[config.mk]
export PLATFORM = sky130hd
export DESIGN_NAME = iol_group
export DESIGN_NICKNAME = d
export VERILOG_FILES = /design/src/rtl/core/iol_pkg.sv /design/src/rtl/core/iol_group.sv
export SDC_FILE = /design/constraint.sdc
export NUM_CORES = 1
export LEC_CHECK = 0
export BUFFER_PORTS_ARGS = -buffer_cell sky130_fd_sc_hd__buf_4
export CAP_MARGIN = 20
export CORE_AREA = 2 2 117 119
export CTS_BUF_LIST = sky130_fd_sc_hd__clkbuf_4
export DETAILED_ROUTE_END_ITERATION = 16
export DIE_AREA = 0 0 119 121
export SLEW_MARGIN = 10
export SYNTH_ARGS = -nofsm -noshare
export SYNTH_HDL_FRONTEND = slang
export SYNTH_SLANG_ARGS = --single-unit
[constraint.sdc]
create_clock -name clk -period 1.1 [get_ports clk]
set_input_delay 0.33 -clock clk [delete_from_list [all_inputs] [get_ports clk]]
set_output_delay 0.33 -clock clk [all_outputs]
set_load 0.05 [all_outputs]
[src/rtl/core/iol_pkg.sv]
// shared types and constants for the indexed ordered list
package iol_pkg;

  // list geometry
  localparam int CAPACITY   = 64;
  localparam int DATA_WIDTH = 32;
  localparam int IDX_W      = $clog2(CAPACITY);
  localparam int CNT_W      = $clog2(CAPACITY + 1);

  // search tree: cells are reduced in groups, then across groups
  localparam int GROUP_SIZE = 8;
  localparam int SUB_W      = $clog2(GROUP_SIZE);
  localparam int NUM_GROUPS = (CAPACITY + GROUP_SIZE - 1) / GROUP_SIZE;
  localparam int PAD_CELLS  = NUM_GROUPS * GROUP_SIZE;

  // stream field widths
  localparam int CMD_W    = 2;
  localparam int POS_W    = 7;
  localparam int VAL_W    = 32;
  localparam int STAT_W   = 2;
  localparam int FOUND_W  = 6;
  localparam int LEN_W    = 7;
  localparam int IN_BITS  = CMD_W + POS_W + VAL_W;
  localparam int IN_W     = ((IN_BITS + 7) / 8) * 8;
  localparam int OUT_BITS = STAT_W + FOUND_W + VAL_W + LEN_W + 1;
  localparam int OUT_W    = ((OUT_BITS + 7) / 8) * 8;

  typedef enum logic [CMD_W-1:0] {
    CMD_INSERT = 2'd0,
    CMD_DELETE = 2'd1,
    CMD_FIND   = 2'd2,
    CMD_READ   = 2'd3
  } cmd_t;

  typedef enum logic [STAT_W-1:0] {
    STAT_OK       = 2'd0,
    STAT_RANGE    = 2'd1,
    STAT_NOTFOUND = 2'd2,
    STAT_FULL     = 2'd3
  } status_t;

  // operation broadcast to every cell in the same cycle
  typedef enum logic [2:0] {
    OP_NONE,
    OP_INSERT,
    OP_DELETE,
    OP_FIND,
    OP_READ
  } op_t;

  typedef enum logic [1:0] {
    S_IDLE,
    S_HIT,
    S_TREE
  } state_t;

  // control word shared by all cells
  typedef struct packed {
    op_t                    op;
    logic [POS_W-1:0]       pos;
    logic [CNT_W-1:0]       count;
    logic [DATA_WIDTH-1:0]  value;
  } ctrl_t;

endpackage

[src/rtl/core/iol_group.sv]
// first stage of the search tree: lowest hit and merged word over one group of cells
module iol_group (
  input  logic                           clk,
  input  logic [iol_pkg::GROUP_SIZE-1:0] hit,
  input  logic [iol_pkg::DATA_WIDTH-1:0] hit_data [iol_pkg::GROUP_SIZE],
  output logic                           any_hit,
  output logic [iol_pkg::SUB_W-1:0]      first,
  output logic [iol_pkg::DATA_WIDTH-1:0] merged
);

  logic [iol_pkg::SUB_W-1:0]      first_next;
  logic [iol_pkg::DATA_WIDTH-1:0] merged_next;

  // lowest set hit, and or of the gated words
  always_comb begin
    first_next  = '0;
    merged_next = '0;
    for (int i = iol_pkg::GROUP_SIZE - 1; i >= 0; i--) begin
      if (hit[i]) begin
        first_next = iol_pkg::SUB_W'(i);
      end
      merged_next = merged_next | hit_data[i];
    end
  end

  always_ff @(posedge clk) begin
    any_hit <= |hit;
    first   <= first_next;
    merged  <= merged_next;
  end

endmodule

Yosys cells after proc, flatten, opt, wreduce, memory -nomap -nowiden
Index checks and enable logic that the tools add are counted.
{ "word_totals": {"regBits": 36, "latchBits": 0, "ramBits": 0, "mem_bits_ro": 0, "inputBits": 265, "output_inout_bits": 36, "wordCells": 22, "n_memories": 0} }
{ "op_classes": {"addsub": 0, "n_mul": 0, "div": 0, "n_lt_le_gt_ge": 0, "eq_ne": 0, "shifts": 0, "n_mux": 7, "bitwise": 7, "reduce_logical": 3} }
{ "op_table": {"columns": ["operator", "n"], "rows": [
  ["$or 32x32->32", 7],
  ["$mux 3", 4],
  ["$reduce_or 8->1", 1],
  ["$mux 2", 2],
  ["$reduce_or 4->1", 1],
  ["$reduce_or 2->1", 1],
  ["$mux 1", 1]
]} }

Longest topological paths before layout
{ "depth": {"depth_word": 7, "depth_mapped": 3, "mapped_depth_nobuf": 3} }

Worst setup path before layout
No wires, ideal clock.
{ "synth_timing": {"kind": "reg2out", "from": "reg any_hit", "to": "out any_hit", "t_arrival_ns": 0.587, "required_ns": 0.770, "path_slack_ns": 0.183, "path_stages_with_launch": 1, "n_path_buf": 0, "cell_sequence": "dfxtp_1"} }
{ "synth_lines": {"columns": ["item", "line_no", "rtl"], "rows": [
  ["start: declaration", "iol_group.sv:6", "output logic any_hit,"],
  ["start signal: assignment", "iol_group.sv:27", "any_hit <= |hit;"]
]} }
No word-level cell between the ends.

Worst setup path after layout
{ "layout_timing": {"from": "reg merged[31] in the netlist's numbering", "to": "out merged[31] in the netlist's numbering"} }
{ "layout_lines": {"columns": ["item", "line_no", "rtl"], "rows": [
  ["start: declaration", "iol_group.sv:8", "output logic [iol_pkg::DATA_WIDTH-1:0] merged"],
  ["start signal: assignment", "iol_group.sv:29", "merged <= merged_next;"]
]} }
No word-level cell between the ends.

==> results.toml <==
[timing]
fin_hold_ws_ns = 0.143
relSlewSlack_pct = 76.4
tightest_slew_ns = 0.351
setup_viol = 36
setup_slack_ns = -0.114
finalHoldViolCount = 0
slew_viol_final = 0
min_period_ns = 1.21
rsz0062_at_grt = "true"
final.period_utilization_pct = 110
max_freq_ghz = 0.824

[cts]
post_cts_buffers = 0
clk_pin_slew_ns = 0.12
cts_buffer_depth = 2
root_buffer = "clkbuf_4"
clock-sinks = 36
htreeDepth = 2
cts_tree = "built"
cts_hold_repair.buffers = 0
ctsResizeCount = 104
cts_made_buffers = 5

[logic_synthesis]
syn-instance-count = 145
yosysSeqAreaShare_pct = 54.5
synth.cell_area_um2 = 1320
synth_fp_nets = 410
avgSynthCellArea_um2 = 9.11
ys_warn_count = 0
ys_ff_latch = 36
synth_cell_type_count = 12

[floorplan]
die_y_um = 121
die_area_um2 = 14400
die_w_um = 119
initial_core_util_pct = 10.1
design.portCount = 301
rows = 42
coreArea_um2 = 13100

[setup_path]
path_cells = "buf_8"
path_class = "flip-flop to primary output"
crit_path_end_kind = "primary output"
crit_buf_inv = 1
cp_top_family = "flip-flops"
crit_required_ns = 0.77
worst_path_max_delay_cell = "dfxtp_2"
max_stage_delay_ns = 0.38
crit_fanout = 1
arrival_ns = 0.88
startpoint_type = "flip-flop"

[layout]
syn_to_final_growth_pct = 214
num-nets-final = 717
drive_gt1_share_pct = 75.9
final_cells = 629
antennaDiodeCount = 0

[power]
p_seq_share_pct = 45.4
switching_power_uw = 716
netSwitchingFraction_pct = 24.6
clock_power_share_pct = 24.7
power.density_nw_per_um2 = 701
combPwrFrac_pct = 30.0
p_int_uw = 2190
peakVddDrop_mv = 0.289
leakage_uw = 0.00191

[global_routing]
track_usage_pct = 10.6
grt_max_degree = 12
grt_antenna_before_repair = 0
grt_overflow = 0
grt_first_pass_wirelength_mm = 11.7
grt_pass1_vias = 2477

[outcome]
status = "finished, violations left"
violations = "setup timing"

[drt]
wire_per_inst_um = 12.9
drtAntennaViolNets = 0
drc = 0
wirelength_mm = 8.10
vias = 2439
vias_per_cell = 3.88
drt-initial-drc-count = 59
firstDrtPassIters = 4

[worst_hold_path]
min_path_type = "primary input to flip-flop"

[place]
gp_congestion = 0.820
dpl.hpwl_mm = 7.28
io_buffers = 300
dp_cells = 621

[run]
maxCapViolCount = 0
## placed cells by master (no fill, tap or decap)
cell,instances
inv_1,1
a21oi_1,1
o41ai_1,1
nand2_1,33
o21ai_0,1
dfxtp_2,36
nor4_1,65
clkinv_2,2
nor4_2,1
nor2b_1,2
clkinv_1,1
nor2_1,2
clkbuf_4,5
buf_8,33
buf_6,3
buf_4,264
o21bai_1,1
a211oi_1,1
## worst paths after layout
kind,depth (start not counted),start,to
max,1,merged[31]$_DFF_P_,merged[31]
min,3,hit_data[230],merged[6]$_DFF_P_
## layout make-up
cell class	count	area (um^2)
timing repair buffer	300	2510
sequential	36	766
clock inverter	3	13.8
clock buffer	5	37.5
fill	1348	8940
tap	176	220
multi-input combinational	108	597
inverter	1	3.75
## cell families (layout without fill, tap and decap cells)
logic type	Yosys count	count (layout)	share of synthesized area [%]
simple gates	103	103	42.6
flops	36	36	54.5
compound gates	5	5	2.56
buf+inv	1	309	0.284
## synthesized netlist by cell type
cell	count	area share, %
nand2_1	33	9.4
nor2b_1	2	0.95
nor4_2	1	0.95
a21oi_1	1	0.38
o21ai_0	1	0.38
a211oi_1	1	0.57
dfxtp_1	36	55
inv_1	1	0.28
o41ai_1	1	0.66
o21bai_1	1	0.57
nor2_1	2	0.57
nor4_1	65	31
## power by group through the flow
stage	logic, uW	registers (uW)	clock network (uW)
3_3_place_gp	847	1350	0
4_1_cts	876	1320	807
3_5_place_dp	864	1350	0
2_1_floorplan	56.5	1380	0
5_1_grt	925	1320	852
6_report	871	1320	717
## through the flow
step / setup TNS (ns) / util, % / total power, uW / setup WS, ns / instance area [um^2]
global placement: 0 / 29.0 / 2190 / 0.0710 / 3790
detailed placement: 0 / 29.0 / 2210 / 0.0560 / 3790
global route: -4.99 / 31.7 / 3100 / -0.177 / 4150
floorplan: 0 / - / 1440 / 0.183 / 1320
CTS: -4.37 / 31.7 / 3000 / -0.162 / 4150
finish: -2.75 / 31.7 / 2910 / -0.114 / 4150
## routing by layer
metal	wire length [um]	track usage, %	vias to the layer above	part of all wire (%)
li1	-	-	1189	-
met1	2430	9.57	1056	30
met2	4510	21.2	185	56
met3	1060	4.70	9	13
met4	97	3.05	0	1.2
met5	0	0	-	0
## flip-flops by register name (all words and copies together), names as in the netlist
register / flops
merged: 32
first: 3
any_hit: 1
No activity file was read; power rests on OpenSTA's default activity.
