`src/rtl/core/iol_pkg.sv`:
```
// shared types and constants for the indexed ordered list
package iol_pkg;

  // list geometry
  localparam int CAPACITY   = 64;
  localparam int DATA_WIDTH = 32;
  localparam int IDX_W      = $clog2(CAPACITY);
  localparam int CNT_W      = $clog2(CAPACITY + 1);

  // search tree: cells are reduced in groups, then across groups
  localparam int GROUP_SIZE = 8;
  localparam int SUB_W      = $clog2(GROUP_SIZE);
  localparam int NUM_GROUPS = (CAPACITY + GROUP_SIZE - 1) / GROUP_SIZE;
  localparam int PAD_CELLS  = NUM_GROUPS * GROUP_SIZE;

  // stream field widths
  localparam int CMD_W    = 2;
  localparam int POS_W    = 7;
  localparam int VAL_W    = 32;
  localparam int STAT_W   = 2;
  localparam int FOUND_W  = 6;
  localparam int LEN_W    = 7;
  localparam int IN_BITS  = CMD_W + POS_W + VAL_W;
  localparam int IN_W     = ((IN_BITS + 7) / 8) * 8;
  localparam int OUT_BITS = STAT_W + FOUND_W + VAL_W + LEN_W + 1;
  localparam int OUT_W    = ((OUT_BITS + 7) / 8) * 8;

  typedef enum logic [CMD_W-1:0] {
    CMD_INSERT = 2'd0,
    CMD_DELETE = 2'd1,
    CMD_FIND   = 2'd2,
    CMD_READ   = 2'd3
  } cmd_t;

  typedef enum logic [STAT_W-1:0] {
    STAT_OK       = 2'd0,
    STAT_RANGE    = 2'd1,
    STAT_NOTFOUND = 2'd2,
    STAT_FULL     = 2'd3
  } status_t;

  // operation broadcast to every cell in the same cycle
  typedef enum logic [2:0] {
    OP_NONE,
    OP_INSERT,
    OP_DELETE,
    OP_FIND,
    OP_READ
  } op_t;

  typedef enum logic [1:0] {
    S_IDLE,
    S_HIT,
    S_TREE
  } state_t;

  // control word shared by all cells
  typedef struct packed {
    op_t                    op;
    logic [POS_W-1:0]       pos;
    logic [CNT_W-1:0]       count;
    logic [DATA_WIDTH-1:0]  value;
  } ctrl_t;

endpackage

```
`src/rtl/core/iol_cell.sv`:
```
// one list position: holds a word, shifts with its neighbors, flags search hits
module iol_cell (
  input  logic                          clk,
  input  iol_pkg::ctrl_t                ctrl,
  input  logic [iol_pkg::IDX_W-1:0]     index,
  input  logic [iol_pkg::DATA_WIDTH-1:0] left_data,
  input  logic [iol_pkg::DATA_WIDTH-1:0] right_data,
  output logic [iol_pkg::DATA_WIDTH-1:0] data,
  output logic                          hit,
  output logic [iol_pkg::DATA_WIDTH-1:0] hit_data
);

  logic [iol_pkg::POS_W-1:0]      idx_pos;
  logic [iol_pkg::CNT_W-1:0]      idx_cnt;
  logic                           at_pos;
  logic                           above_pos;
  logic                           in_list;
  logic [iol_pkg::DATA_WIDTH-1:0] data_next;
  logic                           hit_next;

  // position of this cell relative to the command
  assign idx_pos   = iol_pkg::POS_W'(index);
  assign idx_cnt   = iol_pkg::CNT_W'(index);
  assign at_pos    = (idx_pos == ctrl.pos);
  assign above_pos = (idx_pos > ctrl.pos);
  assign in_list   = (idx_cnt < ctrl.count);

  // shift, load and compare
  always_comb begin
    data_next = data;
    hit_next  = 1'b0;
    unique case (ctrl.op)
      iol_pkg::OP_INSERT: begin
        if (at_pos) begin
          data_next = ctrl.value;
        end else if (above_pos) begin
          data_next = left_data;
        end
      end
      iol_pkg::OP_DELETE: begin
        if (at_pos || above_pos) begin
          data_next = right_data;
        end
      end
      iol_pkg::OP_FIND: begin
        hit_next = in_list && (data == ctrl.value);
      end
      iol_pkg::OP_READ: begin
        hit_next = at_pos && in_list;
      end
      default: begin
        hit_next = 1'b0;
      end
    endcase
  end

  // word and hit registers
  always_ff @(posedge clk) begin
    data     <= data_next;
    hit      <= hit_next;
    hit_data <= hit_next ? data : '0;
  end

endmodule

```
`config.mk`:
```
export PLATFORM = sky130hd
export DESIGN_NAME = iol_cell
export DESIGN_NICKNAME = d
export VERILOG_FILES = /design/src/rtl/core/iol_pkg.sv /design/src/rtl/core/iol_cell.sv
export SDC_FILE = /design/constraint.sdc
export NUM_CORES = 1
export LEC_CHECK = 0
export BUFFER_PORTS_ARGS = -buffer_cell sky130_fd_sc_hd__buf_2
export CORE_MARGIN = 1
export CORE_UTILIZATION = 46
export DETAILED_ROUTE_END_ITERATION = 16
export PLACE_DENSITY_LB_ADDON = 0.1
export REMOVE_ABC_BUFFERS = 1
export SYNTH_ARGS = -nofsm -noshare
export SYNTH_HDL_FRONTEND = slang
export SYNTH_SLANG_ARGS = --single-unit
export TNS_END_PERCENT = 30
```
`constraint.sdc`:
```
create_clock -name clk -period 4.4 [get_ports clk]
set_input_delay 0.88 -clock clk [delete_from_list [all_inputs] [get_ports clk]]
set_output_delay 0.88 -clock clk [all_outputs]
set_load 0.02 [all_outputs]
```
* Yosys cells after proc, flatten, opt, wreduce, memory -nomap -nowiden
Index checks and enable logic that the tools add are counted.
** Storage, ports and cells
- Register bits after elaboration :: 65
- Output and inout port bits :: 65
- Word-level logic and storage cells :: 23
** Cells by class
- Reduce and logical (&&, ||, !) cells :: 5
- Equality and inequality tests :: 8
- Order comparisons :: 2
- Mux-type cells :: 5
** Operators with widths (number)
- 32-bit 2-to-1 mux :: 3
- 32-bit one-hot mux with 2 select lines :: 1
- 32-bit == test :: 1
- 6-bit by 7-bit == test with 1-bit output :: 1
- 6-bit by 7-bit > comparator with 1-bit output :: 1
- 6-bit by 7-bit < comparator with 1-bit output :: 1
- 3-bit by 2-bit == test with 1-bit output (second input constant) :: 2
- 3-bit by 1-bit == test with 1-bit output (second input constant) :: 1
- 3-bit == test (second input constant) :: 1
- 3-bit != test (second input constant) :: 1
- 3-bit AND reduction :: 1
- 1-bit logical AND :: 2
- 2-bit != test (second input constant) :: 1
- 1-bit one-hot mux with 2 select lines :: 1
- 2-bit nonzero test :: 1
- 1-bit logical OR :: 1

* Logic depth before layout (Yosys ltp)
Gate-level depths: netlist (run 1).
- Depth in word-level cells :: 4
- Depth in mapped cells :: 8
- Gate-level depth less buffers :: 7

* Least setup slack after synthesis (run 1)
Ideal clock, no wire load.
- Kind :: input to register
- Start point :: input index[0] in the netlist's numbering
- End point :: register data[0] in the netlist's numbering (enable)
- Stages on the path :: 7
- Data arrival time :: 3.011 ns
- Slack :: 0.964 ns
- Buffers on the path :: 0
- Data required time :: 3.975 ns
- Cells stage by stage :: inv_1 -> ha_1 -> nand2b_1 -> a21o_1 -> a21o_1 -> a21oi_1 -> o21ai_1
** Between the ends
- Longest elaborated chain between the ends :: 4
- Elaborated cells between the ends (all ways) :: 6
- Those cells by class :: 1 x order compare; 3 x eq/ne; 2 x reduce/logical
** RTL lines
- start, declared :: RTL line iol_cell.sv:5 : input logic [iol_pkg::IDX_W-1:0] index,
- 6-bit by 7-bit > comparator with 1-bit output or 6-bit by 7-bit == test with 1-bit output (tied branches) :: RTL line iol_cell.sv:25, iol_cell.sv:24
- 1-bit logical OR :: RTL line iol_cell.sv:41 : if (at_pos || above_pos) begin
- 2-bit != test (no source line)
- 3-bit AND reduction (no source line) *
- end signal, assigned :: RTL line iol_cell.sv:59 : data <= data_next;
- end, declared :: RTL line iol_cell.sv:8 : output logic [iol_pkg::DATA_WIDTH-1:0] data,
Mark *: on every way between the ends. The rest lies on a longest branch, timed or not.
A chain may end at the register's enable or synchronous reset.

* Worst setup path after layout (run 1)
- Start point :: input index[4] in the netlist's numbering
- End point :: register hit_data[24] in the netlist's numbering
** Between the ends
- Longest elaborated chain between the ends :: 3
- Elaborated cells between the ends (all ways) :: 5
- Those cells by class :: 1 x order compare; 1 x eq/ne; 1 x mux; 2 x reduce/logical
** RTL lines
- 6-bit by 7-bit < comparator with 1-bit output or 6-bit by 7-bit == test with 1-bit output (tied branches) :: RTL line iol_cell.sv:26, iol_cell.sv:24
- 1-bit logical AND (on tied branches) :: RTL line iol_cell.sv:49, iol_cell.sv:46
- 1-bit one-hot mux with 2 select lines * :: RTL line iol_cell.sv:32 : unique case (ctrl.op)
- end signal, assigned :: RTL line iol_cell.sv:61 : hit_data <= hit_next ? data : '0;
- end, declared :: RTL line iol_cell.sv:10 : output logic [iol_pkg::DATA_WIDTH-1:0] hit_data
Marks and branches as above.

==> results of run 1 <==
## flip-flops by register name (all words and copies together), names as in the netlist
name,flops
hit_data,32
data,32
hit,1
## worst max path at each step
stage	slack, ps	depth (start not counted)	start	to
after global placement	1430	7	ctrl[43]	hit_data[24]
after floorplan	570	7	ctrl[34]	hit_data[22]
after global routing	1530	7	ctrl[44]	hit_data[24]
final	1670	6	index[4]	hit_data[24]
after CTS	1650	6	index[4]	hit_data[24]
after detailed placement	1290	6	index[4]	hit_data[24]
## layout make-up
class                           instances  area share (%)
Clock inverter                          6           1.869
Tap cell                               99           2.570
Inverter                               43           3.349
Timing Repair Buffer                  191           20.20
Clock buffer                           10           2.856
Sequential cell                        65           33.64
Multi-Input combinational cell        212           35.51
## per-layer routing
metal | share of wire, % | vias to the layer above
met4 | 0.76 | 0
met2 | 49 | 112
met3 | 6.9 | 6
met1 | 43 | 1371
li1 | - | 1549
met5 | 0 | -
## logic make-up (layout without fill, tap and decap cells)
group | after synthesis | count (layout)
fa+ha+maj | 11 | 11
buf+inv | 61 | 250
simple gates | 61 | 61
flops | 65 | 65
mux | 32 | 32
xor+xnor | 33 | 33
compound gates | 75 | 75
## placed cells by master (no fill, tap or decap), drive strengths merged
cell,netlist,layout
buf,12,191
inv,43,44
nand2,35,35
o21ai,35,35
dfxtp,33,33
mux2i,32,32
edfxtp,32,32
a211oi,32,32
xnor2,30,30
ha,11,11
clkbuf,6,10
nand4,8,8
a21oi,5,5
nand3,5,5
nor3,4,4
a21o,3,3
xor2,3,3
nand2b,2,2
nor4,2,2
bufinv,0,2
clkinv,0,2
nor3b,1,1
and2,1,1
nor2,1,1
nand4b,1,1
nor2b,1,1
clkinvlp,0,1
## synth_stat cells, drive strengths merged (6+ instances only)
cell    count
mux2i      32
clkbuf      6
o21ai      35
nand4       8
dfxtp      33
edfxtp     32
nand2      35
xnor2      30
ha         11
buf        12
inv        43
a211oi     32
## worst max-delay path, delay by kind of cell
kind / cells / cell delay, ps
AOI/OAI and AO/OA: 1 / 520
and+or+nand+nor: 3 / 1160
adders and majority gates: 1 / 290
buffers and inverters: 1 / 110
## power by group through the flow
stage               Clock [mW]  Sequential [mW]  Combinational (mW)
floorplan                    0            0.698              0.0987
global placement             0            0.681               0.216
detailed placement           0            0.682               0.220
CTS                      0.584            0.668               0.221
global route             0.610            0.670               0.243
finish                   0.572            0.668               0.218
==> report_table.html, run 1 <==
<table>
<tr><th>Metric</th><th>Value</th></tr>
<tr><th colspan="2">Timing</th></tr>
<tr><td>Highest Clock Rate</td><td>366.0 MHz</td></tr>
<tr><td>Worst-case hold slack</td><td>583.1 ps</td></tr>
<tr><td>Fin Clk Skew</td><td>12.44 ps</td></tr>
<tr><td>Final period utilization</td><td>62.09%</td></tr>
<tr><td>Final period demand of the worst path</td><td>2732 ps</td></tr>
<tr><td>Aggregate negative setup slack</td><td>0 ps</td></tr>
<tr><td>Worst slew slack as a fraction of its limit</td><td>32.83%</td></tr>
<tr><td>Setup violations, final</td><td>0</td></tr>
<tr><td>Count of endpoints failing hold in the final timing report</td><td>0</td></tr>
<tr><td>Max-slew violations</td><td>0</td></tr>
<tr><td>Setup slack after layout</td><td>1668 ps</td></tr>
<tr><td>Transition time at the pin with the least slew margin</td><td>1006 ps</td></tr>
<tr><td>Setup repair after global routing missed its margin</td><td>false</td></tr>
<tr><th colspan="2">CTS</th></tr>
<tr><td>CTS max path bufs</td><td>2</td></tr>
<tr><td>Number of H-tree branching levels</td><td>3</td></tr>
<tr><td>Clock transition at the register clock pins on the worst setup and hold paths after CTS</td><td>80 ps</td></tr>
<tr><td>TritonCTS buffer count</td><td>9</td></tr>
<tr><td>TritonCTS sink count</td><td>65</td></tr>
<tr><td>Hold_buf cts</td><td>0</td></tr>
<tr><td>Post-CTS repair timing setup buffer count</td><td>0</td></tr>
<tr><td>Insertion delay of the later-clocked pin in the worst-skew pair</td><td>340 ps</td></tr>
<tr><td>CTS tree</td><td>done</td></tr>
<tr><td>Root Driver</td><td>sky130_fd_sc_hd__clkbuf_8</td></tr>
<tr><td>Number of resized instances in the post-cts repair step</td><td>0</td></tr>
<tr><th colspan="2">Place</th></tr>
<tr><td>Post-placement cell area</td><td>4592 sq um</td></tr>
<tr><td>Count of buffers inserted at the top-level ports</td><td>184</td></tr>
<tr><td>Worst slack after detailed placement</td><td>1292 ps</td></tr>
<tr><td>Final weighted congestion in routability-driven placement</td><td>0.7779</td></tr>
<tr><td>Post-DP HPWL</td><td>6630 um</td></tr>
<tr><td>Placed insts</td><td>610</td></tr>
<tr><th colspan="2">Hold path</th></tr>
<tr><td>Number of instances on the worst hold path</td><td>2</td></tr>
<tr><td>Hold endpoint</td><td>hit_data[23]</td></tr>
<tr><td>Startpoint of the lowest-slack hold path</td><td>data[23]</td></tr>
<tr><td>Worst min path class</td><td>flip-flop to flip-flop</td></tr>
<tr><th colspan="2">Flow run</th></tr>
<tr><td>Number of max-cap violations</td><td>0</td></tr>
<tr><th colspan="2">Power and ir drop</th></tr>
<tr><td>Peak supply drop</td><td>0.2060 mV</td></tr>
<tr><td>Total leakage power</td><td>2.144 nW</td></tr>
<tr><td>Overall power consumption</td><td>1.458 mW</td></tr>
<tr><td>Combinational Power Share</td><td>15.0%</td></tr>
<tr><td>Part of the total power dissipated in the clock network</td><td>39.2%</td></tr>
<tr><td>Power density over cell area</td><td>302.6 nW/um^2</td></tr>
<tr><td>Flop pwr share</td><td>45.8%</td></tr>
<tr><td>Net load switching power</td><td>0.3674 mW</td></tr>
<tr><td>Switching part of the total</td><td>25.19%</td></tr>
<tr><td>Int Power</td><td>1.091 mW</td></tr>
<tr><th colspan="2">Setup path</th></tr>
<tr><td>WS Path Type</td><td>primary input to flip-flop</td></tr>
<tr><td>Max incr delay on CP</td><td>810 ps</td></tr>
<tr><td>Setup slack of the most critical reg-to-reg path</td><td>2200 ps</td></tr>
<tr><td>Required arrival time at the worst endpoint</td><td>4630 ps</td></tr>
<tr><td>Startpoint type of the worst setup path</td><td>primary input</td></tr>
<tr><td>Data arrival time of the worst path</td><td>2970 ps</td></tr>
<tr><td>Max Fanout on Critical Path</td><td>33</td></tr>
<tr><td>Cell depth of the worst flop-to-flop path</td><td>6</td></tr>
<tr><td>Crit Reg-Reg Startpoint</td><td>data[13]</td></tr>
<tr><td>Endpoint of the lowest-slack register-to-register path</td><td>hit_data[24]</td></tr>
<tr><td>Category of the worst setup path capture point</td><td>flip-flop</td></tr>
<tr><td>Slowest cell on crit path</td><td>sky130_fd_sc_hd__nand3_2</td></tr>
<tr><td>Chain of cells forming the critical path</td><td>buf_2 -&gt; ha_1 -&gt; nand2b_1 -&gt; nor3_1 -&gt; nand3_2 -&gt; a211oi_1</td></tr>
<tr><th colspan="2">Yosys</th></tr>
<tr><td>Async set-reset flop share out of synthesis</td><td>0%</td></tr>
<tr><td>Warnings from Yosys</td><td>0</td></tr>
<tr><td>Cell count after synthesis</td><td>338</td></tr>
<tr><td>Number of enable-type register cells in the synthesized netlist</td><td>32</td></tr>
<tr><td>Fraction of the mapped netlist area in adder cells</td><td>3.866%</td></tr>
<tr><td>Mux cell area share after synthesis</td><td>8.998%</td></tr>
<tr><td>Fraction of synthesized cell area taken by the top area cell type</td><td>26.99%</td></tr>
<tr><td>Proportion of synthesized chip area in sequential cells</td><td>45.55%</td></tr>
<tr><td>Main combinational cell family by area after synthesis</td><td>compound AO/OA/AOI/OAI gates</td></tr>
<tr><td>Distinct cells, synth</td><td>31</td></tr>
<tr><td>Post-synthesis share of cell area spent on and, or, nand and nor gates</td><td>8.893%</td></tr>
<tr><td>Post-synthesis instance area</td><td>3560 sq um</td></tr>
<tr><td>Mean instance size in the synthesized netlist</td><td>10.53 sq um</td></tr>
<tr><td>Dominant cells by area after synthesis</td><td>sky130_fd_sc_hd__edfxtp_1 (27%), sky130_fd_sc_hd__dfxtp_1 (19%), sky130_fd_sc_hd__a211oi_2 (10%), sky130_fd_sc_hd__mux2i_1 (9.0%), sky130_fd_sc_hd__xnor2_1 (7.4%)</td></tr>
<tr><td>Synth Area in Compound Gates</td><td>17.08%</td></tr>
<tr><td>XOR/XNOR share of the synthesized area</td><td>8.120%</td></tr>
<tr><td>Library cell with the largest summed area after synthesis</td><td>sky130_fd_sc_hd__edfxtp_1</td></tr>
<tr><td>Leading register cell type out of synthesis</td><td>sky130_fd_sc_hd__dfxtp_1</td></tr>
<tr><td>Synthesis-stage register bit count</td><td>65</td></tr>
<tr><th colspan="2">Floorplanning</th></tr>
<tr><td>Count of standard-cell rows</td><td>31</td></tr>
<tr><td>Starting Density</td><td>48.30%</td></tr>
<tr><td>Core area</td><td>7370 sq um</td></tr>
<tr><td>Vertical extent of the die</td><td>89.97 um</td></tr>
<tr><td>Die width</td><td>89.97 um</td></tr>
<tr><td>Die Area</td><td>8095 sq um</td></tr>
<tr><td>Number of placed I/O pins</td><td>185</td></tr>
<tr><th colspan="2">Finish</th></tr>
<tr><td>Area growth, synth to finish</td><td>35.40%</td></tr>
<tr><td>Sequential cell area</td><td>1622 sq um</td></tr>
<tr><td>Final cell utilization of the core</td><td>65.40%</td></tr>
<tr><td>Non-Filler Cell Area, Final</td><td>4820 sq um</td></tr>
<tr><td>Antenna diode count</td><td>0</td></tr>
<tr><td>Share of final-layout standard cells stronger than drive strength 1</td><td>46.49%</td></tr>
<tr><td>Fill cells</td><td>646</td></tr>
<tr><td>Layout Nets</td><td>653</td></tr>
<tr><td>Area taken by multi-input logic gates</td><td>1712 sq um</td></tr>
<tr><td>Count of non-filler cells in the finished layout</td><td>626</td></tr>
<tr><th colspan="2">Drt</th></tr>
<tr><td>Routed wire per std cell</td><td>13.59 um</td></tr>
<tr><td>Post-detailed-route via-to-cell ratio</td><td>4.853</td></tr>
<tr><td>Initial DRC Count</td><td>86</td></tr>
<tr><td>Total number of vias</td><td>3038</td></tr>
<tr><td>Total Wirelength</td><td>8509 um</td></tr>
<tr><td>First-pass DRT Iterations</td><td>4</td></tr>
<tr><td>Post-route ant nets</td><td>0</td></tr>
<tr><td>Remaining design rule violation count</td><td>0</td></tr>
<tr><th colspan="2">Global route</th></tr>
<tr><td>Global Route met2 Usage</td><td>35.83%</td></tr>
<tr><td>Via count of the first global-routing pass</td><td>2841</td></tr>
<tr><td>Total GRT Usage</td><td>21.06%</td></tr>
<tr><td>Met1 capacity usage during global routing</td><td>26.08%</td></tr>
<tr><td>Total grt overflow</td><td>0</td></tr>
<tr><td>Maximum number of pins on one net before global-route repair</td><td>35</td></tr>
<tr><td>Number of antenna violations at the first check in global routing</td><td>0</td></tr>
<tr><td>Global-route wire length before repair</td><td>13490 um</td></tr>
<tr><td>Met3 Track Usage GR</td><td>5.838%</td></tr>
<tr><td>GR peak layer</td><td>met2</td></tr>
<tr><th colspan="2">Status</th></tr>
<tr><td>Status</td><td>complete, no violations</td></tr>
</table>
Note: power is estimated with default switching activity, not from simulation.
==> run 2: changes to the inputs <==
==> constraint.sdc (replaced) <==
create_clock -name clk -period 2.6 [get_ports clk]
set_input_delay 0.52 -clock clk [delete_from_list [all_inputs] [get_ports clk]]
set_output_delay 0.52 -clock clk [all_outputs]
set_load 0.02 [all_outputs]
==> run 2 against run 1 <==
Effect of this change:
- combinational power up 73%
- first-iteration DRC count decreased by 16%
- sequential power up 69%
- count of clock-buffer cells in the layout grew 1
- final cell count is 0.16% higher
- global-route usage increased by 0.12 points
- worst setup slack got worse by 1300 ps
- clock power is 43% higher
- largest power group unchanged
- clock skew is 1.5 ps higher
- cell area rose by 0.10%
- critical path type unchanged
- sequential share of layout area hardly changed
==> report_table.html, run 2 (same netlist as run 1, synthesis figures left out) <==
<table>
<tr><th>Metric</th><th>Value</th></tr>
<tr><th colspan="2">Power and ir drop</th></tr>
<tr><td>Switching part of the total</td><td>25.81% (was 25.19%)</td></tr>
<tr><td>Total leakage power</td><td>2.136 nW (was 2.144 nW)</td></tr>
<tr><td>Power density over cell area</td><td>481.8 nW/um^2 (was 302.6 nW/um^2)</td></tr>
<tr><td>Peak supply drop</td><td>0.2480 mV (was 0.2060 mV)</td></tr>
<tr><td>Combinational Power Share</td><td>16.2% (was 15.0%)</td></tr>
<tr><td>Net load switching power</td><td>0.6000 mW (was 0.3674 mW)</td></tr>
<tr><td>Part of the total power dissipated in the clock network</td><td>35.2% (was 39.2%)</td></tr>
<tr><td>Int Power</td><td>1.725 mW (was 1.091 mW)</td></tr>
<tr><td>Overall power consumption</td><td>2.325 mW (was 1.458 mW)</td></tr>
<tr><td>Flop pwr share</td><td>48.6% (was 45.8%)</td></tr>
<tr><th colspan="2">Floorplanning</th></tr>
<tr><td>Number of placed I/O pins</td><td>185 (unchanged)</td></tr>
<tr><td>Die Area</td><td>8095 sq um (unchanged)</td></tr>
<tr><td>Count of standard-cell rows</td><td>31 (unchanged)</td></tr>
<tr><td>Starting Density</td><td>48.30% (unchanged)</td></tr>
<tr><td>Vertical extent of the die</td><td>89.97 um (unchanged)</td></tr>
<tr><td>Die width</td><td>89.97 um (unchanged)</td></tr>
<tr><td>Core area</td><td>7370 sq um (unchanged)</td></tr>
<tr><th colspan="2">Setup path</th></tr>
<tr><td>WS Path Type</td><td>primary input to flip-flop (unchanged)</td></tr>
<tr><td>Required arrival time at the worst endpoint</td><td>2540 ps (was 4630 ps)</td></tr>
<tr><td>Startpoint type of the worst setup path</td><td>primary input (unchanged)</td></tr>
<tr><td>Data arrival time of the worst path</td><td>2210 ps (was 2970 ps)</td></tr>
<tr><td>Category of the worst setup path capture point</td><td>flip-flop (unchanged)</td></tr>
<tr><td>Max Fanout on Critical Path</td><td>32 (was 33)</td></tr>
<tr><th colspan="2">CTS</th></tr>
<tr><td>CTS max path bufs</td><td>2 (unchanged)</td></tr>
<tr><td>TritonCTS buffer count</td><td>9 (unchanged)</td></tr>
<tr><td>Root Driver</td><td>sky130_fd_sc_hd__clkbuf_8 (unchanged)</td></tr>
<tr><td>Hold_buf cts</td><td>0 (unchanged)</td></tr>
<tr><td>TritonCTS sink count</td><td>65 (unchanged)</td></tr>
<tr><td>Post-CTS repair timing setup buffer count</td><td>0 (unchanged)</td></tr>
<tr><td>Clock transition at the register clock pins on the worst setup and hold paths after CTS</td><td>80 ps (about the same)</td></tr>
<tr><td>Number of H-tree branching levels</td><td>3 (unchanged)</td></tr>
<tr><td>Number of resized instances in the post-cts repair step</td><td>0 (unchanged)</td></tr>
<tr><td>Insertion delay of the later-clocked pin in the worst-skew pair</td><td>330 ps (was 340 ps)</td></tr>
<tr><td>CTS tree</td><td>done (unchanged)</td></tr>
<tr><th colspan="2">Finish</th></tr>
<tr><td>Antenna diode count</td><td>0 (unchanged)</td></tr>
<tr><td>Count of non-filler cells in the finished layout</td><td>627 (was 626)</td></tr>
<tr><td>Final cell utilization of the core</td><td>65.47% (was 65.40%)</td></tr>
<tr><td>Top flop regs</td><td>data (32), hit_data (32), hit (1) (unchanged)</td></tr>
<tr><td>Leading cell types in the layout, fill and taps excluded</td><td>sky130_fd_sc_hd__buf_2 (184), sky130_fd_sc_hd__inv_1 (43), sky130_fd_sc_hd__nand2_1 (35) (unchanged)</td></tr>
<tr><td>Layout Nets</td><td>654 (was 653)</td></tr>
<tr><td>Area growth, synth to finish</td><td>35.54% (was 35.40%)</td></tr>
<tr><td>Share of final-layout standard cells stronger than drive strength 1</td><td>46.21% (was 46.49%)</td></tr>
<tr><td>Most frequent standard cell in the layout excluding fill and tap cells</td><td>sky130_fd_sc_hd__buf_2 (unchanged)</td></tr>
<tr><th colspan="2">Global route</th></tr>
<tr><td>Global-route wire length before repair</td><td>13630 um (was 13490 um)</td></tr>
<tr><td>Total grt overflow</td><td>0 (unchanged)</td></tr>
<tr><td>Number of antenna violations at the first check in global routing</td><td>0 (unchanged)</td></tr>
<tr><td>Maximum number of pins on one net before global-route repair</td><td>39 (was 35)</td></tr>
<tr><td>Total GRT Usage</td><td>21.18% (was 21.06%)</td></tr>
<tr><td>Via count of the first global-routing pass</td><td>2849 (was 2841)</td></tr>
<tr><th colspan="2">Drt</th></tr>
<tr><td>First-pass DRT Iterations</td><td>4 (unchanged)</td></tr>
<tr><td>Post-detailed-route via-to-cell ratio</td><td>4.863 (was 4.853)</td></tr>
<tr><td>Remaining design rule violation count</td><td>0 (unchanged)</td></tr>
<tr><td>Post-route ant nets</td><td>0 (unchanged)</td></tr>
<tr><td>Routed wire per std cell</td><td>13.48 um (was 13.59 um)</td></tr>
<tr><td>Initial DRC Count</td><td>72 (was 86)</td></tr>
<tr><td>Total Wirelength</td><td>8449 um (was 8509 um)</td></tr>
<tr><td>Total number of vias</td><td>3049 (was 3038)</td></tr>
<tr><th colspan="2">Timing</th></tr>
<tr><td>Highest Clock Rate</td><td>440.4 MHz</td></tr>
<tr><td>Transition time at the pin with the least slew margin</td><td>1030 ps (was 1006 ps)</td></tr>
<tr><td>Fin Clk Skew</td><td>13.94 ps (was 12.44 ps)</td></tr>
<tr><td>Max-slew violations</td><td>0 (unchanged)</td></tr>
<tr><td>Setup slack after layout</td><td>329.5 ps (was 1668 ps)</td></tr>
<tr><td>Count of endpoints failing hold in the final timing report</td><td>0 (unchanged)</td></tr>
<tr><td>Setup repair after global routing missed its margin</td><td>false (unchanged)</td></tr>
<tr><td>Final period utilization</td><td>87.33%</td></tr>
<tr><td>Final period demand of the worst path</td><td>2270 ps</td></tr>
<tr><td>Worst slew slack as a fraction of its limit</td><td>31.04% (was 32.83%)</td></tr>
<tr><td>Setup violations, final</td><td>0 (unchanged)</td></tr>
<tr><td>Aggregate negative setup slack</td><td>0 ps (unchanged)</td></tr>
<tr><th colspan="2">Hold path</th></tr>
<tr><td>Worst min path class</td><td>primary input to flip-flop (was flip-flop to flip-flop)</td></tr>
<tr><th colspan="2">Place</th></tr>
<tr><td>Final weighted congestion in routability-driven placement</td><td>0.7660 (was 0.7779)</td></tr>
<tr><td>Placed insts</td><td>611 (was 610)</td></tr>
<tr><td>Count of buffers inserted at the top-level ports</td><td>184 (unchanged)</td></tr>
<tr><td>Worst slack after detailed placement</td><td>-43.48 ps (was 1292 ps)</td></tr>
<tr><td>Post-DP HPWL</td><td>6520 um (was 6630 um)</td></tr>
<tr><th colspan="2">Status</th></tr>
<tr><td>Status</td><td>complete, no violations (unchanged)</td></tr>
<tr><th colspan="2">Flow run</th></tr>
<tr><td>Number of max-cap violations</td><td>0 (unchanged)</td></tr>
</table>
[run 2: changes by cell type in the layout (fill, tap and decap cells not counted), sizes merged]
| cell | delta |
|---|---|
| clkbuf | +1 |
| buf | +1 |
| clkinv | +1 |
| bufinv | -1 |
| inv | -1 |
[run 2: power by group through the flow]
| stage | clock network [mW] | registers (mW) | logic, mW |
|---|---|---|---|
| after global placement | 0 | 1.15 | 0.371 |
| final | 0.818 | 1.13 | 0.377 |
| after CTS | 0.836 | 1.13 | 0.380 |
| after global routing | 0.883 | 1.13 | 0.414 |
| after detailed placement | 0 | 1.15 | 0.379 |
| after floorplan | 0 | 1.18 | 0.167 |
[run 2: metal layers]
metal / vias to the layer above / wire length [um] / GRT usage (%)
li1: 1553 / - / -
met1: 1367 / 3598 / 26.18
met2: 119 / 4174 / 35.45
met3: 10 / 559 / 5.838
met4: 0 / 116 / 7.661
met5: - / 0 / 0
[run 2: final timing paths]
path                       start      endpoint  slack (ps)  cells past startpoint
hold / removal    right_data[31]      data[31]         470                      3
setup reg to reg        data[13]  hit_data[22]         700                      6
hold reg to reg         data[16]  hit_data[16]         580                      2
setup / recovery        index[0]      data[22]         330                      8
[run 2: cell type report]
cell class | count | area, sq um
clock buffer | 11 | 131.4
clock inverter | 5 | 56.30
fill | 646 | 2545
inverter | 43 | 161.4
multi-input combinational | 212 | 1712
sequential | 65 | 1622
tap | 99 | 123.9
timing repair buffer | 192 | 1018
[run 2: critical path, stage by stage]
cell and delay [ps]:
sky130_fd_sc_hd__buf_2 90, sky130_fd_sc_hd__inv_1 40, sky130_fd_sc_hd__ha_1 300, sky130_fd_sc_hd__nand2b_1 110, sky130_fd_sc_hd__a21o_1 110, sky130_fd_sc_hd__a21o_1 110, sky130_fd_sc_hd__a21oi_1 90, sky130_fd_sc_hd__o21ai_4 820
[run 2: metrics by stage]
| stage | area (sq um) | hold slack [ps] |
|---|---|---|
| floorplan | 3455 | 666.0 |
| global placement | 4637 | 562.7 |
| detailed placement | 4637 | 567.8 |
| CTS | 4825 | 451.4 |
| global route | 4825 | 453.9 |
| finish | 4825 | 467.1 |
==> run 3: changes to the inputs <==
--- a/config.mk
+++ b/config.mk
@@ -9,7 +9,9 @@
 export CORE_MARGIN = 1
 export CORE_UTILIZATION = 46
 export DETAILED_ROUTE_END_ITERATION = 16
+export GPL_ROUTABILITY_DRIVEN = 0
 export PLACE_DENSITY_LB_ADDON = 0.1
+export RECOVER_POWER = 50
 export REMOVE_ABC_BUFFERS = 1
 export SYNTH_ARGS = -nofsm -noshare
 export SYNTH_HDL_FRONTEND = slang
==> run 3 against run 2 <==
Effect of this change:
- register-to-register slack is essentially flat
- critical path type unchanged
- largest cell class unchanged
- cell area shrank 1.9%
- clock power is essentially flat
- via count grew 0.39%
- non-clock buffer count is the same
- fmax grew 0.17%
- sequential power is essentially flat
==> report_table.html, run 3 (same netlist as run 1, synthesis figures left out) <==
<table>
<tr><th>Metric</th><th>Value</th></tr>
<tr><th colspan="2">CTS</th></tr>
<tr><td>CTS max path bufs</td><td>2 (unchanged)</td></tr>
<tr><td>Post-CTS repair timing setup buffer count</td><td>0 (unchanged)</td></tr>
<tr><td>Hold_buf cts</td><td>0 (unchanged)</td></tr>
<tr><td>TritonCTS sink count</td><td>65 (unchanged)</td></tr>
<tr><td>Number of resized instances in the post-cts repair step</td><td>0 (unchanged)</td></tr>
<tr><td>CTS tree</td><td>done (unchanged)</td></tr>
<tr><td>TritonCTS buffer count</td><td>9 (unchanged)</td></tr>
<tr><td>Root Driver</td><td>sky130_fd_sc_hd__clkbuf_8 (unchanged)</td></tr>
<tr><td>Insertion delay of the later-clocked pin in the worst-skew pair</td><td>330 ps (about the same)</td></tr>
<tr><td>Number of H-tree branching levels</td><td>3 (unchanged)</td></tr>
<tr><td>Clock transition at the register clock pins on the worst setup and hold paths after CTS</td><td>80 ps (about the same)</td></tr>
<tr><th colspan="2">Drt</th></tr>
<tr><td>Total Wirelength</td><td>8515 um (was 8449 um)</td></tr>
<tr><td>Total number of vias</td><td>3061 (was 3049)</td></tr>
<tr><td>First-pass DRT Iterations</td><td>4 (unchanged)</td></tr>
<tr><td>Post-detailed-route via-to-cell ratio</td><td>4.882 (was 4.863)</td></tr>
<tr><td>Post-route ant nets</td><td>0 (unchanged)</td></tr>
<tr><td>Routed wire per std cell</td><td>13.58 um (was 13.48 um)</td></tr>
<tr><td>Initial DRC Count</td><td>81 (was 72)</td></tr>
<tr><td>Remaining design rule violation count</td><td>0 (unchanged)</td></tr>
<tr><th colspan="2">Timing</th></tr>
<tr><td>Final period demand of the worst path</td><td>2267 ps (was 2270 ps)</td></tr>
<tr><td>Worst slew slack as a fraction of its limit</td><td>31.40% (was 31.04%)</td></tr>
<tr><td>Fin Clk Skew</td><td>13.56 ps (was 13.94 ps)</td></tr>
<tr><td>Final period utilization</td><td>87.18% (was 87.33%)</td></tr>
<tr><td>Worst-case hold slack</td><td>466.8 ps (was 467.1 ps)</td></tr>
<tr><td>Setup repair after global routing missed its margin</td><td>false (unchanged)</td></tr>
<tr><td>Setup violations, final</td><td>0 (unchanged)</td></tr>
<tr><td>Max-slew violations</td><td>0 (unchanged)</td></tr>
<tr><td>Count of endpoints failing hold in the final timing report</td><td>0 (unchanged)</td></tr>
<tr><td>Transition time at the pin with the least slew margin</td><td>1025 ps (was 1030 ps)</td></tr>
<tr><td>Highest Clock Rate</td><td>441.2 MHz (was 440.4 MHz)</td></tr>
<tr><td>Setup slack after layout</td><td>333.3 ps (was 329.5 ps)</td></tr>
<tr><th colspan="2">Setup path</th></tr>
<tr><td>Category of the worst setup path capture point</td><td>flip-flop (unchanged)</td></tr>
<tr><td>WS Path Type</td><td>primary input to flip-flop (unchanged)</td></tr>
<tr><td>Startpoint type of the worst setup path</td><td>primary input (unchanged)</td></tr>
<tr><td>Data arrival time of the worst path</td><td>2220 ps (was 2210 ps)</td></tr>
<tr><td>Required arrival time at the worst endpoint</td><td>2550 ps (was 2540 ps)</td></tr>
<tr><td>Worst Setup EP</td><td>data[14] (was data[22])</td></tr>
<tr><td>Chain of cells forming the critical path</td><td>buf_2 -&gt; inv_1 -&gt; ha_1 -&gt; nand2b_1 -&gt; a21o_1 -&gt; a21o_1 -&gt; a21oi_1 -&gt; o21ai_4 (unchanged)</td></tr>
<tr><td>Crit Reg-Reg Startpoint</td><td>data[13] (unchanged)</td></tr>
<tr><td>Max Fanout on Critical Path</td><td>32 (unchanged)</td></tr>
<tr><td>Launch point of the worst path</td><td>index[0] (unchanged)</td></tr>
<tr><td>Endpoint of the lowest-slack register-to-register path</td><td>hit_data[22] (unchanged)</td></tr>
<tr><td>Cell depth of the worst flop-to-flop path</td><td>6 (unchanged)</td></tr>
<tr><td>Max incr delay on CP</td><td>820 ps (about the same)</td></tr>
<tr><td>Cell repeated most along the worst path</td><td>sky130_fd_sc_hd__a21o_1 (unchanged)</td></tr>
<tr><td>Slowest cell on crit path</td><td>sky130_fd_sc_hd__o21ai_4 (unchanged)</td></tr>
<tr><td>Setup slack of the most critical reg-to-reg path</td><td>690 ps (was 700 ps)</td></tr>
<tr><th colspan="2">Place</th></tr>
<tr><td>Worst slack after detailed placement</td><td>-43.48 ps (unchanged)</td></tr>
<tr><td>Post-DP HPWL</td><td>6520 um (unchanged)</td></tr>
<tr><td>Count of buffers inserted at the top-level ports</td><td>184 (unchanged)</td></tr>
<tr><th colspan="2">Global route</th></tr>
<tr><td>Via count of the first global-routing pass</td><td>2849 (unchanged)</td></tr>
<tr><td>Number of antenna violations at the first check in global routing</td><td>0 (unchanged)</td></tr>
<tr><td>Total GRT Usage</td><td>21.18% (unchanged)</td></tr>
<tr><td>Total grt overflow</td><td>0 (unchanged)</td></tr>
<tr><td>Global-route wire length before repair</td><td>13630 um (unchanged)</td></tr>
<tr><td>Maximum number of pins on one net before global-route repair</td><td>39 (unchanged)</td></tr>
<tr><th colspan="2">Power and ir drop</th></tr>
<tr><td>Power density over cell area</td><td>489.3 nW/um^2 (was 481.8 nW/um^2)</td></tr>
<tr><td>Total leakage power</td><td>1.893 nW (was 2.136 nW)</td></tr>
<tr><td>Peak supply drop</td><td>0.2467 mV (was 0.2480 mV)</td></tr>
<tr><th colspan="2">Hold path</th></tr>
<tr><td>Worst min path class</td><td>primary input to flip-flop (unchanged)</td></tr>
<tr><th colspan="2">Status</th></tr>
<tr><td>Status</td><td>complete, no violations (unchanged)</td></tr>
<tr><th colspan="2">Finish</th></tr>
<tr><td>Top flop regs</td><td>data (32), hit_data (32), hit (1) (unchanged)</td></tr>
<tr><td>Share of final-layout standard cells stronger than drive strength 1</td><td>33.71% (was 46.21%)</td></tr>
<tr><td>Area growth, synth to finish</td><td>32.94% (was 35.54%)</td></tr>
<tr><td>Leading cell types in the layout, fill and taps excluded</td><td>sky130_fd_sc_hd__buf_2 (119), sky130_fd_sc_hd__clkbuf_1 (67), sky130_fd_sc_hd__inv_1 (43) (was sky130_fd_sc_hd__buf_2 (184), sky130_fd_sc_hd__inv_1 (43), sky130_fd_sc_hd__nand2_1 (35))</td></tr>
<tr><td>Most frequent standard cell in the layout excluding fill and tap cells</td><td>sky130_fd_sc_hd__buf_2 (unchanged)</td></tr>
<tr><td>Antenna diode count</td><td>0 (unchanged)</td></tr>
<tr><td>Layout Nets</td><td>654 (unchanged)</td></tr>
<tr><td>Fill cells</td><td>680 (was 646)</td></tr>
<tr><th colspan="2">Floorplanning</th></tr>
<tr><td>Core area</td><td>7370 sq um (unchanged)</td></tr>
<tr><td>Starting Density</td><td>48.30% (unchanged)</td></tr>
<tr><td>Number of placed I/O pins</td><td>185 (unchanged)</td></tr>
<tr><td>Vertical extent of the die</td><td>89.97 um (unchanged)</td></tr>
<tr><td>Die Area</td><td>8095 sq um (unchanged)</td></tr>
<tr><td>Die width</td><td>89.97 um (unchanged)</td></tr>
<tr><td>Count of standard-cell rows</td><td>31 (unchanged)</td></tr>
<tr><th colspan="2">Flow run</th></tr>
<tr><td>Number of max-cap violations</td><td>0 (unchanged)</td></tr>
</table>
[run 3: changes by cell type in the layout (fill, tap and decap cells not counted), sizes merged]
| cell | delta |
|---|---|
| clkbuf | +65 |
| buf | -65 |
[run 3: critical path: cells and delay by family]
kind	cells	cell delay, ps
AND/OR/NAND/NOR	1	110
AO/OA/AOI/OAI	4	1140
buffers and inverters	2	130
adder cells (fa/ha/maj)	1	300
[run 3: worst min-delay path by stage]
stage	cells past startpoint	slack, ps	from	to
finish	3	470	right_data[31]	data[31]
global route	3	450	right_data[9]	data[9]
CTS	3	450	right_data[31]	data[31]
detailed placement	2	570	data[11]	hit_data[11]
global placement	2	560	data[23]	hit_data[23]
floorplan	2	670	data[24]	hit_data[24]
[run 3: metrics by stage]
step / instances / total power [mW] / utilization, % / area [sq um] / TNS [ps]
5_1_grt: 627 / 2.422 / 64.21 / 4732 / 0
3_3_place_gp: 611 / 1.524 / 62.92 / 4637 / 0
3_5_place_dp: 611 / 1.532 / 62.92 / 4637 / -1314
4_1_cts: 627 / 2.346 / 65.47 / 4825 / 0
2_1_floorplan: 320 / 1.349 / - / 3455 / -70000
6_report: 627 / 2.316 / 64.21 / 4732 / 0
[run 3: final cells by class]
class	instances	area [sq um]	share of cell area (%)
clock buffer	11	131.4	2.776
clock inverter	5	56.30	1.190
tap	99	123.9	2.618
inverter	43	161.4	3.411
multi-input combinational	212	1700	35.93
timing repair buffer	192	937.1	19.80
sequential	65	1622	34.27
[run 3: power breakdown]
part	switching (mW)	internal (mW)	leakage [nW]	total [mW]
Combinational	0.199	0.167	1.25	0.366
Sequential	0.0229	1.11	0.552	1.13
Clock	0.377	0.442	0.0933	0.819
Total	0.599	1.72	1.89	2.32
[run 3: metal layers]
| layer | wire length [um] | up-vias | track usage [%] | part of all wire, % |
|---|---|---|---|---|
| li1 | - | 1551 | - | - |
| met3 | 517 | 10 | 5.838 | 6.1 |
| met2 | 4217 | 112 | 35.45 | 50 |
| met1 | 3665 | 1388 | 26.18 | 43 |
| met4 | 115 | 0 | 7.661 | 1.4 |
| met5 | 0 | - | 0 | 0 |
